**src/rtl/core/lprd_pkg.sv**
```systemverilog
package lprd_pkg;

  localparam int unsigned QueueDepth = 4;

  localparam logic [31:0] CrcInit = 32'hFFFF_FFFF;
  localparam logic [31:0] CrcPoly = 32'hEDB8_8320;

  // parser phases
  localparam logic [2:0] PhCount = 3'd0;
  localparam logic [2:0] PhNlen  = 3'd1;
  localparam logic [2:0] PhName  = 3'd2;
  localparam logic [2:0] PhDlen  = 3'd3;
  localparam logic [2:0] PhData  = 3'd4;
  localparam logic [2:0] PhCrc   = 3'd5;
  localparam logic [2:0] PhDone  = 3'd6;

  typedef enum logic [1:0] {
    KindName   = 2'd0,
    KindData   = 2'd1,
    KindRecord = 2'd2,
    KindStatus = 2'd3
  } kind_e;

  typedef enum logic [1:0] {
    StatusOk        = 2'd0,
    StatusTruncated = 2'd1,
    StatusCrcError  = 2'd2
  } status_e;

  typedef struct packed {
    logic [7:0] in_byte;
    logic       in_last;
  } in_item_t;

  typedef struct packed {
    logic [1:0]  kind;
    logic [7:0]  out_byte;
    logic        record_crc_ok;
    logic [1:0]  status;
    logic [31:0] good_count;
    logic        run_last;
  } out_item_t;

  // everything one input byte produces: one or two results
  typedef struct packed {
    out_item_t first;
    out_item_t second;
    logic      two;
  } event_t;

  function automatic logic [31:0] crc_byte(input logic [31:0] c, input logic [7:0] b);
    logic [31:0] r;
    r = c ^ {24'd0, b};
    for (int k = 0; k < 8; k++) begin
      r = (r >> 1) ^ (CrcPoly & {32{r[0]}});
    end
    return r;
  endfunction

endpackage

```
**src/rtl/core/length_prefixed_record_deframer_crc32_top.sv**
```systemverilog
// Record deframer with CRC-32 check. Payload bytes enter through a push/full queue port, one
// per cycle whenever full is low; the parser and the per-byte CRC update finish within the
// accepting cycle, so a byte never waits on its predecessor. Every byte that yields results
// leaves one event in a QueueDepth-entry queue; the result side drains one result per pop,
// so a byte yielding two results (record, name or data result followed by payload status) takes
// two pops, and full rises only when the result side has fallen QueueDepth events behind. A
// result is registered in the queue before it shows on the result port, behind any older ones.
module length_prefixed_record_deframer_crc32_top #(
  parameter int unsigned QueueDepth = lprd_pkg::QueueDepth
) (
  input  logic                clk_i,
  input  logic                rst_ni,
  input  logic                push,
  output logic                full,
  input  lprd_pkg::in_item_t  in_item_i,
  output logic                empty,
  input  logic                pop,
  output lprd_pkg::out_item_t result_o
);

  logic             accept;
  lprd_pkg::event_t ev;
  logic             ev_valid;
  lprd_pkg::event_t head;
  logic             head_empty;
  logic             head_pop;

  assign accept = push & ~full;

  lprd_front u_front (
    .clk_i      (clk_i),
    .rst_ni     (rst_ni),
    .accept_i   (accept),
    .item_i     (in_item_i),
    .ev_o       (ev),
    .ev_valid_o (ev_valid)
  );

  lprd_queue #(
    .Depth (QueueDepth)
  ) u_queue (
    .clk_i   (clk_i),
    .rst_ni  (rst_ni),
    .push_i  (accept & ev_valid),
    .entry_i (ev),
    .full_o  (full),
    .pop_i   (head_pop),
    .entry_o (head),
    .empty_o (head_empty)
  );

  lprd_back u_back (
    .clk_i        (clk_i),
    .rst_ni       (rst_ni),
    .head_i       (head),
    .head_empty_i (head_empty),
    .head_pop_o   (head_pop),
    .empty_o      (empty),
    .pop_i        (pop),
    .result_o     (result_o)
  );

endmodule

```
**src/rtl/core/lprd_front.sv**
```systemverilog
module lprd_front (
  input  logic              clk_i,
  input  logic              rst_ni,
  input  logic              accept_i,
  input  lprd_pkg::in_item_t item_i,
  output lprd_pkg::event_t  ev_o,
  output logic              ev_valid_o
);

  logic [2:0]  phase_q, phase_d;
  logic [1:0]  idx_q, idx_d;
  logic [23:0] acc_q, acc_d;
  logic [31:0] left_q, left_d;
  logic [31:0] recs_q, recs_d;
  logic [31:0] good_q, good_d;
  logic [31:0] crc_q, crc_d;

  logic                main_v, fin_v;
  lprd_pkg::out_item_t main_r, fin_r;
  logic [1:0]          fin_status;
  logic [31:0]         fld;
  logic                crc_ok;

  assign fld    = {item_i.in_byte, acc_q};
  assign crc_ok = (~crc_q) == fld;

  always_comb begin
    phase_d    = phase_q;
    idx_d      = idx_q;
    acc_d      = acc_q;
    left_d     = left_q;
    recs_d     = recs_q;
    good_d     = good_q;
    crc_d      = crc_q;
    main_v     = 1'b0;
    main_r     = '0;
    fin_v      = 1'b0;
    fin_status = lprd_pkg::StatusOk;

    unique case (phase_q) inside
      lprd_pkg::PhCount, lprd_pkg::PhNlen, lprd_pkg::PhDlen, lprd_pkg::PhCrc: begin
        if (idx_q == 2'd3) begin
          idx_d = '0;
          acc_d = '0;
          if (phase_q == lprd_pkg::PhCount) begin
            recs_d = fld;
            if (fld == '0) begin
              fin_v      = 1'b1;
              fin_status = lprd_pkg::StatusOk;
              phase_d    = lprd_pkg::PhDone;
            end else begin
              phase_d = lprd_pkg::PhNlen;
            end
          end else if (phase_q == lprd_pkg::PhNlen) begin
            left_d  = fld;
            phase_d = (fld == '0) ? lprd_pkg::PhDlen : lprd_pkg::PhName;
          end else if (phase_q == lprd_pkg::PhDlen) begin
            left_d  = fld;
            crc_d   = lprd_pkg::CrcInit;
            phase_d = (fld == '0) ? lprd_pkg::PhCrc : lprd_pkg::PhData;
          end else begin
            if (crc_ok) begin
              good_d = good_q + 32'd1;
              recs_d = recs_q - 32'd1;
            end
            main_v               = 1'b1;
            main_r.kind          = lprd_pkg::KindRecord;
            main_r.record_crc_ok = crc_ok;
            if (!crc_ok) begin
              fin_v      = 1'b1;
              fin_status = lprd_pkg::StatusCrcError;
              phase_d    = lprd_pkg::PhDone;
            end else if (recs_d == '0) begin
              fin_v      = 1'b1;
              fin_status = lprd_pkg::StatusOk;
              phase_d    = lprd_pkg::PhDone;
            end else begin
              phase_d = lprd_pkg::PhNlen;
            end
          end
        end else begin
          idx_d = idx_q + 2'd1;
          case (idx_q)
            2'd0:    acc_d[7:0]   = item_i.in_byte;
            2'd1:    acc_d[15:8]  = item_i.in_byte;
            default: acc_d[23:16] = item_i.in_byte;
          endcase
        end
      end
      lprd_pkg::PhName: begin
        main_v          = 1'b1;
        main_r.kind     = lprd_pkg::KindName;
        main_r.out_byte = item_i.in_byte;
        left_d          = left_q - 32'd1;
        if (left_d == '0) phase_d = lprd_pkg::PhDlen;
      end
      lprd_pkg::PhData: begin
        main_v          = 1'b1;
        main_r.kind     = lprd_pkg::KindData;
        main_r.out_byte = item_i.in_byte;
        crc_d           = lprd_pkg::crc_byte(crc_q, item_i.in_byte);
        left_d          = left_q - 32'd1;
        if (left_d == '0) phase_d = lprd_pkg::PhCrc;
      end
      default: ;
    endcase

    // payload ended before it was complete
    if (item_i.in_last && phase_d != lprd_pkg::PhDone) begin
      fin_v      = 1'b1;
      fin_status = lprd_pkg::StatusTruncated;
    end

    main_r.good_count = good_d;

    // payload boundary puts everything back to the start
    if (item_i.in_last) begin
      phase_d = lprd_pkg::PhCount;
      idx_d   = '0;
      acc_d   = '0;
      left_d  = '0;
      recs_d  = '0;
      good_d  = '0;
      crc_d   = lprd_pkg::CrcInit;
    end
  end

  always_comb begin
    fin_r            = '0;
    fin_r.kind       = lprd_pkg::KindStatus;
    fin_r.status     = fin_status;
    fin_r.good_count = main_r.good_count;
    fin_r.run_last   = 1'b1;
  end

  always_comb begin
    ev_o.two    = main_v & fin_v;
    ev_o.first  = main_v ? main_r : fin_r;
    ev_o.second = fin_r;
    if (main_v && !fin_v) ev_o.first.run_last = 1'b1;
    if (main_v && fin_v) ev_o.first.run_last = 1'b0;
  end

  assign ev_valid_o = main_v | fin_v;

  always_ff @(posedge clk_i or negedge rst_ni) begin
    if (!rst_ni) begin
      phase_q <= lprd_pkg::PhCount;
      idx_q   <= '0;
      acc_q   <= '0;
      left_q  <= '0;
      recs_q  <= '0;
      good_q  <= '0;
      crc_q   <= lprd_pkg::CrcInit;
    end else if (accept_i) begin
      phase_q <= phase_d;
      idx_q   <= idx_d;
      acc_q   <= acc_d;
      left_q  <= left_d;
      recs_q  <= recs_d;
      good_q  <= good_d;
      crc_q   <= crc_d;
    end
  end

endmodule

```
**src/rtl/core/lprd_queue.sv**
```systemverilog
module lprd_queue #(
  parameter int unsigned Depth = lprd_pkg::QueueDepth
) (
  input  logic             clk_i,
  input  logic             rst_ni,
  input  logic             push_i,
  input  lprd_pkg::event_t entry_i,
  output logic             full_o,
  input  logic             pop_i,
  output lprd_pkg::event_t entry_o,
  output logic             empty_o
);

  localparam int unsigned PtrW = (Depth > 1) ? $clog2(Depth) : 1;
  localparam int unsigned CntW = $clog2(Depth + 1);

  lprd_pkg::event_t  mem_q [Depth];
  logic [PtrW-1:0]   wr_ptr_q, wr_ptr_d;
  logic [PtrW-1:0]   rd_ptr_q, rd_ptr_d;
  logic [CntW-1:0]   count_q, count_d;
  logic              do_push, do_pop;

  assign full_o  = count_q == CntW'(Depth);
  assign empty_o = count_q == '0;
  assign do_push = push_i & ~full_o;
  assign do_pop  = pop_i & ~empty_o;
  assign entry_o = mem_q[rd_ptr_q];

  always_comb begin
    wr_ptr_d = wr_ptr_q;
    rd_ptr_d = rd_ptr_q;
    count_d  = count_q;
    if (do_push) begin
      wr_ptr_d = (wr_ptr_q == PtrW'(Depth - 1)) ? '0 : wr_ptr_q + PtrW'(1);
    end
    if (do_pop) begin
      rd_ptr_d = (rd_ptr_q == PtrW'(Depth - 1)) ? '0 : rd_ptr_q + PtrW'(1);
    end
    if (do_push && !do_pop) count_d = count_q + CntW'(1);
    if (do_pop && !do_push) count_d = count_q - CntW'(1);
  end

  always_ff @(posedge clk_i or negedge rst_ni) begin
    if (!rst_ni) begin
      wr_ptr_q <= '0;
      rd_ptr_q <= '0;
      count_q  <= '0;
    end else begin
      wr_ptr_q <= wr_ptr_d;
      rd_ptr_q <= rd_ptr_d;
      count_q  <= count_d;
    end
  end

  always_ff @(posedge clk_i) begin
    if (do_push) mem_q[wr_ptr_q] <= entry_i;
  end

endmodule

```
**src/rtl/core/lprd_back.sv**
```systemverilog
module lprd_back (
  input  logic                clk_i,
  input  logic                rst_ni,
  input  lprd_pkg::event_t    head_i,
  input  logic                head_empty_i,
  output logic                head_pop_o,
  output logic                empty_o,
  input  logic                pop_i,
  output lprd_pkg::out_item_t result_o
);

  logic sel_q, sel_d;
  logic take;
  logic last_of_event;

  assign empty_o       = head_empty_i;
  assign result_o      = sel_q ? head_i.second : head_i.first;
  assign take          = pop_i & ~head_empty_i;
  // second result of a pair, or the only one
  assign last_of_event = sel_q | ~head_i.two;
  assign head_pop_o    = take & last_of_event;

  always_comb begin
    sel_d = sel_q;
    if (take) sel_d = ~last_of_event;
  end

  always_ff @(posedge clk_i or negedge rst_ni) begin
    if (!rst_ni) begin
      sel_q <= 1'b0;
    end else begin
      sel_q <= sel_d;
    end
  end

endmodule

```
**config.mk**
```make
export PLATFORM = sky130hd
export DESIGN_NAME = length_prefixed_record_deframer_crc32_top
export DESIGN_NICKNAME = d
export VERILOG_FILES = /design/src/rtl/core/lprd_pkg.sv /design/src/rtl/core/length_prefixed_record_deframer_crc32_top.sv /design/src/rtl/core/lprd_front.sv /design/src/rtl/core/lprd_queue.sv /design/src/rtl/core/lprd_back.sv
export SDC_FILE = /design/constraint.sdc
export NUM_CORES = 1
export LEC_CHECK = 0
export BUFFER_PORTS_ARGS = -buffer_cell sky130_fd_sc_hd__buf_2
export CAP_MARGIN = 25
export CELL_PAD_IN_SITES_DETAIL_PLACEMENT = 2
export CELL_PAD_IN_SITES_GLOBAL_PLACEMENT = 2
export CORE_UTILIZATION = 50
export DETAILED_ROUTE_END_ITERATION = 12
export PLACE_DENSITY_LB_ADDON = 0.1
export SYNTH_ARGS = -nofsm -noshare
export SYNTH_HDL_FRONTEND = slang
export SYNTH_HIERARCHICAL = 1
export SYNTH_SLANG_ARGS = --single-unit
```
**constraint.sdc**
```tcl
create_clock -name clk_i -period 9.5 [get_ports clk_i]
set_input_delay 0.475 -clock clk_i [delete_from_list [all_inputs] [get_ports clk_i]]
set_output_delay 0.475 -clock clk_i [all_outputs]
set_load 0.05 [all_outputs]
```
* Yosys cells after proc, flatten, opt, wreduce, memory -nomap -nowiden
Memories as Yosys holds them, arrays and structs flattened.
Index checks and enable logic that the tools add are counted.
** Storage, ports and cells
- Register bits after elaboration :: 165
- Memory bits (writable) :: 324
- Word-level logic and storage cells :: 191
- Memories kept :: 1
** Cells by class
- Add/subtract/negate cells :: 8
- Eq/ne operators :: 20
- Mux-type cells :: 95
- Bitwise operators :: 23
- Reduce and logical (&&, ||, !) cells :: 31
** Memories
- u_queue.mem_q :: depth 4, bits a word 81, rd ports 1, clocked after Yosys merged registers in 0, write ports 1, line lprd_queue.sv:17 : lprd_pkg::event_t mem_q [Depth];
** Operators by type and width (count)
- $mux W32 :: 29
- $xor A31 B32 Y32 :: 8
- $pmux W32 S2 :: 2
- $logic_not A32 Y1 :: 3
- $mux W46 :: 2
- $mux W24 :: 3
- $sub A32 B1 Y32 const B :: 2
- $mux W3 :: 12
- $add A32 B1 Y32 const B :: 1
- $eq A32 B32 Y1 :: 1
- $mux W2 :: 16
- $mux W8 :: 4
- $not A32 Y32 :: 1
- $xor A32 B8 Y32 :: 1
- $mux W1 :: 24
- $ne A3 B2 Y1 const B :: 4
- $reduce_bool A3 Y1 :: 4
- $reduce_and A5 Y1 :: 2
- $eq A3 B3 Y1 const B :: 3
- $ne A3 B3 Y1 const B :: 3
- $pmux W3 S3 :: 1
- $reduce_and A3 Y1 :: 3
- $and A1 B1 Y1 :: 7
- $add A2 B1 Y2 const B :: 3
- 21 further kinds :: 38

* Logic depth before layout (Yosys ltp)
Gate-level depths: netlist of run 1.
- Depth in word-level cells :: 25
- Mapped depth :: 22
- Depth with buffers taken out :: 21

* Hierarchy
The synthesis of run 1 kept the hierarchy.
** Modules (own cells, without submodules)
- lprd_queue :: times used 1, cells each 528, area each 13874.6 um^2
- lprd_front :: times used 1, cells each 1349, area each 10950.5 um^2
- lprd_back :: times used 1, cells each 57, area each 695.7 um^2
- length_prefixed_record_deframer_crc32_top :: times used 1, cells each 2, area each 15.0 um^2

* Worst setup path before layout of run 1
Ideal clock, no wire load.
- Path kind :: input -> register
- Start :: input port in_item_i[7] (netlist bit)
- End :: memory u_queue/mem_q[3][0] (netlist bit), enable pin
- Setup time :: 0.410 ns
- Arrival :: 4.389 ns
- Setup slack :: 4.701 ns
- Stages :: 13
- Buffers on the path :: 1
- Cell sequence :: buf_4 -> xnor2_1 -> nor4_1 -> and2_1 -> nand3_1 -> a2111oi_0 -> a2111o_1 -> nor4_2 -> o21ai_1 -> a311oi_4 -> o21ai_1 -> and3b_1 -> and3_2
** On the way
- Word-level cells in the longest chain between the ends :: 23
- Elaborated cells between the ends (all ways) :: 35
- Those cells by class :: 2 x eq/ne; 27 x mux; 3 x bitwise; 3 x reduce/logical
** RTL lines
- from (decl) :: line length_prefixed_record_deframer_crc32_top.sv:15 : input lprd_pkg::in_item_t in_item_i,
- $eq A32 B32 Y1 :: line lprd_front.sv:25 : assign crc_ok = (~crc_q) == fld;
- $mux W32 :: line lprd_front.sv:62 : if (crc_ok) begin
- $mux W32 :: line lprd_front.sv:57 : end else if (phase_q == lprd_pkg::PhDlen) begin
- $mux W32 :: line lprd_front.sv:54 : end else if (phase_q == lprd_pkg::PhNlen) begin
- $mux W32 :: line lprd_front.sv:45 : if (phase_q == lprd_pkg::PhCount) begin
- $mux W32 :: line lprd_front.sv:42 : if (idx_q == 2'd3) begin
- $mux W32 :: line lprd_front.sv:40 : unique case (phase_q) inside
- $logic_not A32 Y1 :: line lprd_front.sv:73 : end else if (recs_d == '0) begin
- [8 not listed]
- $logic_and A1 B1 Y1 :: line lprd_front.sv:109 : if (item_i.in_last && phase_d != lprd_pkg::PhDone) begin
- $mux W1 * :: line lprd_front.sv:109
- $or A1 B1 Y1 * :: line lprd_front.sv:144 : assign ev_valid_o = main_v | fin_v;
- named net ev_valid :: line length_prefixed_record_deframer_crc32_top.sv:23 : logic ev_valid;
- $and A1 B1 Y1 * :: line length_prefixed_record_deframer_crc32_top.sv:44 : .push_i (accept & ev_valid),
- $and A1 B1 Y1 * :: line lprd_queue.sv:25 : assign do_push = push_i & ~full_o;
- $mux W1 * :: line lprd_queue.sv:56 : if (do_push) mem_q[wr_ptr_q] <= entry_i;
- $mux W1 (implied by the code) * :: line lprd_queue.sv:56
- to (decl) :: line lprd_queue.sv:17
The timed path passes the listed nets; every way through them passes the cells marked *. The select of a mux whose other input is x is not followed.

* Worst setup path after layout of run 1
- Start :: register u_front.left_q[9]
- End :: memory u_queue/mem_q[0][50] (netlist bit), enable pin
** On the way
- Word-level cells in the longest chain between the ends :: 12
- Elaborated cells between the ends (all ways) :: 13
- Those cells by class :: 1 x add/sub; 1 x eq/ne; 6 x mux; 3 x bitwise; 2 x reduce/logical
** RTL lines
- from (decl) :: line lprd_front.sv:13 : logic [31:0] left_q, left_d;
- from (signal assigned) :: line lprd_front.sv:159 : left_q <= left_d;
- $sub A32 B1 Y32 * :: line lprd_front.sv:94, lprd_front.sv:102
- $logic_not A32 Y1 * :: line lprd_front.sv:95, lprd_front.sv:103
- $mux W3 (on tied branches) :: line lprd_front.sv:103, lprd_front.sv:95
- $pmux W3 S3 * :: line lprd_front.sv:40
- $ne A3 B3 Y1 * :: line lprd_front.sv:109
- $logic_and A1 B1 Y1 * :: line lprd_front.sv:109
- $mux W1 * :: line lprd_front.sv:109
- $or A1 B1 Y1 * :: line lprd_front.sv:144
- named net ev_valid :: line length_prefixed_record_deframer_crc32_top.sv:23
- $and A1 B1 Y1 * :: line length_prefixed_record_deframer_crc32_top.sv:44
- $and A1 B1 Y1 * :: line lprd_queue.sv:25
- $mux W1 * :: line lprd_queue.sv:56
- $mux W1 (implied by the code) * :: line lprd_queue.sv:56
The timed path passes the listed nets; every way through them passes the cells marked *.

==> flow_summary.ini, run 1 <==
[detailed_routing]
vias = 18050
vias_per_cell = 6.764
drtPass1Iterations = 7
drc_errors = 0
ant_nets = 0
drtIter0Drc = 1679
wl_per_cell_microns = 36.95
totalWireLength_mm = 98.59

[logic_synthesis]
synth-edff-count = 372
dominantRegCellSynth = edfxtp_1
synth_area_sq_mm = 0.02554
seq_area_frac_synth_pct = 60.07
synthCells = 1936
yosys.area.top_type = edfxtp_1
synth_warnings = 6
synthTopCellsByArea = edfxtp_1 44%, dfrtp_1 13%, mux4_2 8.2%, xnor2_1 3.9%, dfstp_2 3.3%
yosysMostFrequentCell = edfxtp_1
syn_avg_cell_area_sq_um = 13.19
synth_top_area_share_pct = 43.75
ys_top_cells_by_count = 372 x edfxtp_1, 164 x o21ai_0, 133 x dfrtp_1, 125 x nand2_1, 122 x nor2_1
yosysUniqueCellTypes = 71
synthArstFlopShare_pct = 30.73
synth-seq-cells = 537

[sta]
grt_setup_unrepaired = false
finalSetupViolCount = 0
period_minus_slack_ps = 6341
max_freq_mhz = 157.7
skew_ps = 23.88
maxSlewHeadroom_pct = 28.27
tns_ps = 0
slew_violations = 0
finalHoldViolCount = 0
worst_slew_pin_slew_ps = 1068
period_share_pct = 66.75

[placement]
dpl_cell_area_sq_mm = 0.02623
port_buffers = 60
place_congestion = 0.9288
hpwl_mm = 59.45

[grt]
grt_pass1_vias = 19470
grt_max_degree = 80
antenna_found_initial = 4
grt_pass1_wl_mm = 143.3
grtUsageTotal_pct = 38.14
grt_overflow_total = 0

[clock_tree]
cts-root-buf = clkbuf_16
clk_latency_ps = 650
clk_pin_slew_ps = 60
postCtsSetupRepairBufs = 0
cts_made_buffers = 55
clk_path_buf_depth = 3
htreeDepth = 2
cts_tree = built
cts_num_sinks = 537
hold_buffers = 1
post_cts_resized = 0

[worst_setup_path]
start_kind = flip-flop
path_class = reg -> reg
critical_path_required_ps = 9770
cp_max_fo = 50
end_kind = flip-flop
cp.arrival_ps = 6610

[finish]
layout.nets = 1976
fin_area_sq_mm = 0.02811
drive_above_1_share_pct = 19.40
syn2layout_area_growth_pct = 10.08

[power_and_ir_drop]
p_leak_nw = 9.691
vdd_drop_max_uv = 167.6
powerDensity_mw_per_mm2 = 331.3

[floorplan]
initial_utilization_pct = 50.79
die-area_sq_mm = 0.05198
rows = 82
die_w_microns = 228.0
core-area_sq_mm = 0.05027
ios = 61
die_h_microns = 228.0

[status]
outcome = finished, final reports clean

[job]
maxCapViolCount = 0

[hold_path]
hold_class = in -> reg
==> worst paths after layout <==
| kind | from | endpoint | slack, ps | cells after the start |
|---|---|---|---|---|
| worst max-delay path | u_front/left_q[9] | u_queue/mem_q[0][50] | 3160 | 13 |
| worst min-delay path | in_item_i[3] | u_front/acc_q[18] | 290 | 3 |
| worst max register to register | u_front/left_q[9] | u_queue/mem_q[0][50] | 3160 | 13 |
| worst min register to register | u_front/recs_q[29] | u_front/recs_q[29] | 510 | 2 |
| max in group asynchronous | rst_ni | u_back/sel_q | 7680 | 3 |
| min in group asynchronous | rst_ni | u_front/left_q[21] | 450 | 2 |
==> layout by cell type, fill, tap and decap left out, types with 18 or more instances in the layout <==
cell type,count
inv_1,31
clkbuf_16,55
xor2_1,35
mux4_2,93
buf_2,59
dfrtp_1,130
nor4_1,56
nor2_1,122
o31ai_1,21
mux2_4,21
dfstp_2,32
o22a_1,34
xnor2_1,115
edfxtp_1,372
mux2_2,32
nand2_1,125
nand3_1,37
a21oi_1,89
or3_1,19
and3_1,18
o21ai_0,164
nor3_1,54
buf_4,31
==> final cells by class <==
cell class              instances  area, sq um
fillers                      4598        22160
multi-input cells            1223         9283
clock buffers                  71         1476
clock inverters                32        357.8
well taps                     672        840.8
flip-flops and latches        537        15350
diodes                          1        2.502
repair buffers                100        681.9
inverters                      32        120.1
==> kinds of logic after synthesis <==
kind of cell	count (synthesis)	synth area share, %
flops	537	60.07
simple gates	524	10.42
compound gates	372	8.751
buf+inv	187	3.861
xor+xnor	150	5.145
mux	150	11.00
fa+ha+maj	14	0.7154
other cells	2	0.02941
==> report_power, final <==
group	internal (mW)	total, mW	switching [mW]
Sequential	2.87	3.34	0.465
Clock	1.27	2.29	1.02
Combinational	1.23	3.69	2.46
==> registers in the layout, summed over array words and instances, names as in the netlist, 3 cells and up <==
name	flops
u_queue/count_q	3
u_front/crc_q	32
u_front/good_q	32
u_front/phase_q	3
u_queue/mem_q	372
u_front/recs_q	32
u_front/left_q	32
u_front/acc_q	24
==> critical path, cell delays in order, from the launching register on <==
cell and delay [ps]:
dfrtp_1 450, nor4_1 650, nand4_1 590, or3_1 710, nor2_1 230, xor2_1 110, nor4_1 380, a31oi_1 330
o21ai_1 270, a311oi_4 120, o21ai_1 160, and3b_1 300, and3_4 840, buf_4 750
==> routing by layer <==
layer	part of all wire (%)	track usage, %	wire length, microns	vias to the layer above
met4	6.0	20.20	5900	2
met1	38	47.19	37590	9593
met2	51	65.66	49850	889
met5	0.013	0	13	-
li1	-	-	-	7284
met3	5.3	4.700	5240	278
==> metrics by stage <==
stage	std cells	setup slack [ps]	util [%]	hold WS (ps)	power, mW
after floorplan	1947	4701	-	179.4	5.740
after global placement	2553	3407	51.95	476.6	6.668
after detailed placement	2558	3136	52.17	496.6	6.873
after CTS	2662	2986	55.84	246.7	9.276
after global routing	2667	2975	55.91	290.4	9.591
final	2668	3159	55.92	293.1	9.313
No activity file was read; power rests on OpenSTA's default activity.
==> inputs of run 2 (changes only) <==
--- a/config.mk
+++ b/config.mk
@@ -9,7 +9,7 @@
 export CAP_MARGIN = 25
 export CELL_PAD_IN_SITES_DETAIL_PLACEMENT = 2
 export CELL_PAD_IN_SITES_GLOBAL_PLACEMENT = 2
-export CORE_UTILIZATION = 50
+export CORE_UTILIZATION = 42
 export DETAILED_ROUTE_END_ITERATION = 12
 export PLACE_DENSITY_LB_ADDON = 0.1
 export SYNTH_ARGS = -nofsm -noshare
==> constraint.sdc (replaced) <==
create_clock -name clk_i -period 5.5 [get_ports clk_i]
set_input_delay 0.275 -clock clk_i [delete_from_list [all_inputs] [get_ports clk_i]]
set_output_delay 0.275 -clock clk_i [all_outputs]
set_load 0.05 [all_outputs]
==> flow_summary.ini, run 2 (synthesized netlist as in run 1, its figures left out) <==
[status]
outcome = finished, final reports clean

[worst_setup_path]
max_stage_delay_ps = 510
worstSetupStartpoint = u_front/acc_q[22]
cp.arrival_ps = 5720
path_cells = xnor2_1 > nor4_4 > nand4_1 > buf_4 > nor4_1 > xnor2_1 > o2111ai_1 > nor4_2 > o21ai_1 > a311oi_4 > o21ai_1 > and3b_1 > and2_4 > inv_1 > ha_1 > inv_1 > fa_1 > xor2_1 > nor2_1 > xor2_1
rrSetupSlack_ps = 320
crit_end = u_queue/count_q[2]
rr_endpoint = u_queue/count_q[2]
end_kind = flip-flop
r2r.worst_path.cells = 20
slowest_stage = dfrtp_1
path_class = reg -> reg
cp_num_buf_inv = 3
critPathTopFamily = simple AND/OR/NAND/NOR gates
cp_max_fo = 8
rr_startpoint = u_front/acc_q[22]
start_kind = flip-flop
critical_path_required_ps = 6040
worst-path-stages = 20

[detailed_routing]
drtPass1Iterations = 5
vias = 16770
drtIter0Drc = 940
wl_per_cell_microns = 28.89
drc_errors = 0
vias_per_cell = 5.919
totalWireLength_mm = 81.84
ant_nets = 0

[floorplan]
die-area_sq_mm = 0.06179
ios = 61
initial_utilization_pct = 42.39
die_w_microns = 248.6
die_h_microns = 248.6
core-area_sq_mm = 0.06025
rows = 90

[placement]
dpl_cell_area_sq_mm = 0.02688
port_buffers = 60
pre_cts_slack_ps = 263.1
place_congestion = 0.8612
hpwl_mm = 56.05

[grt]
grt_max_degree = 96
grtUsageTotal_pct = 26.73
grt_overflow_total = 0
grt_pass1_wl_mm = 123.5
antenna_found_initial = 3
grt_pass1_vias = 18430

[job]
maxCapViolCount = 0

[sta]
period_minus_slack_ps = 5175
slew_violations = 0
grt_setup_unrepaired = false
tns_ps = 0
holdWs_ps = 32.44
finalHoldViolCount = 0
finalSetupViolCount = 0
max_freq_mhz = 193.2
skew_ps = 17.32
period_share_pct = 94.10
worst_slew_pin_slew_ps = 967.3
layout_setup_ws_ps = 324.6
maxSlewHeadroom_pct = 35.05

[clock_tree]
postCtsSetupRepairBufs = 0
cts_made_buffers = 58
htreeDepth = 2
clk_latency_ps = 640
clk_pin_slew_ps = 60
cts_tree = built
clk_path_buf_depth = 3
cts-root-buf = clkbuf_16
cts_num_sinks = 537

[power_and_ir_drop]
vdd_drop_max_uv = 276.8
fin_total_pwr_mw = 15.88
powerDensity_mw_per_mm2 = 549.7
p_leak_nw = 10.01

[finish]
final_common_cell = edfxtp_1
fin_area_sq_mm = 0.02888
top_register = u_queue/mem_q
drive_above_1_share_pct = 21.57
layout.nets = 2026
mostFrequentLayoutCells = 372 x edfxtp_1, 164 x o21ai_0, 130 x dfrtp_1
largest_reg_flops = 372
syn2layout_area_growth_pct = 13.10

[hold_path]
hold_class = in -> async
==> run 2: worst min path at each step <==
stage,startpoint,to,slack [ps],cells past startpoint
floorplan,rst_ni,u_back/sel_q,-20,0
CTS,in_item_i[0],u_front/left_q[1],100,2
finish,rst_ni,u_front/left_q[27],30,2
detailed placement,rst_ni,u_front/left_q[9],480,1
global placement,u_queue/count_q[2],u_queue/count_q[2],480,1
global route,rst_ni,u_front/left_q[27],20,2
==> run 2: stage by stage <==
step	utilization, %	instances
detailed placement	44.61	2718
floorplan	-	1947
global placement	44.48	2714
finish	47.94	2833
global route	47.93	2831
CTS	47.82	2829
==> run 2: layout make-up <==
class | count | area [sq um]
Timing Repair Buffer | 147 | 1196
Inverter | 32 | 120.1
Tap cell | 782 | 978.4
Antenna cell | 2 | 5.005
Clock inverter | 29 | 299.0
Fill cell | 5800 | 31370
Clock buffer | 81 | 1619
Sequential cell | 537 | 15350
Multi-Input combinational cell | 1223 | 9314
==> run 2: routing by layer <==
metal | global-route usage [%] | wire, microns
met1 | 34.94 | 34880
met2 | 45.36 | 40710
met3 | 3.538 | 3019
met4 | 10.28 | 3207
met5 | 0 | 12
==> run 2: repair_timing <==
action / 4_1_cts / 5_1_grt
resized for setup: 0 / 5
hold buffers: 1 / 0
endpoints found under the setup margin: 0 / 1
hold endpoints to repair: 73 / 0
==> run 2: report_power, final <==
group	internal [mW]	switching (mW)
registers	4.95	0.786
logic	2.31	3.91
clock network	2.25	1.68
==> run 2: worst register-to-register path: cells and delay by family (launching register included) <==
kind	cells	cell delay, ps
fa+ha+maj	2	600
compound gates	4	730
buf+inv	3	400
simple gates	7	2080
flops	1	510
xor+xnor	4	780
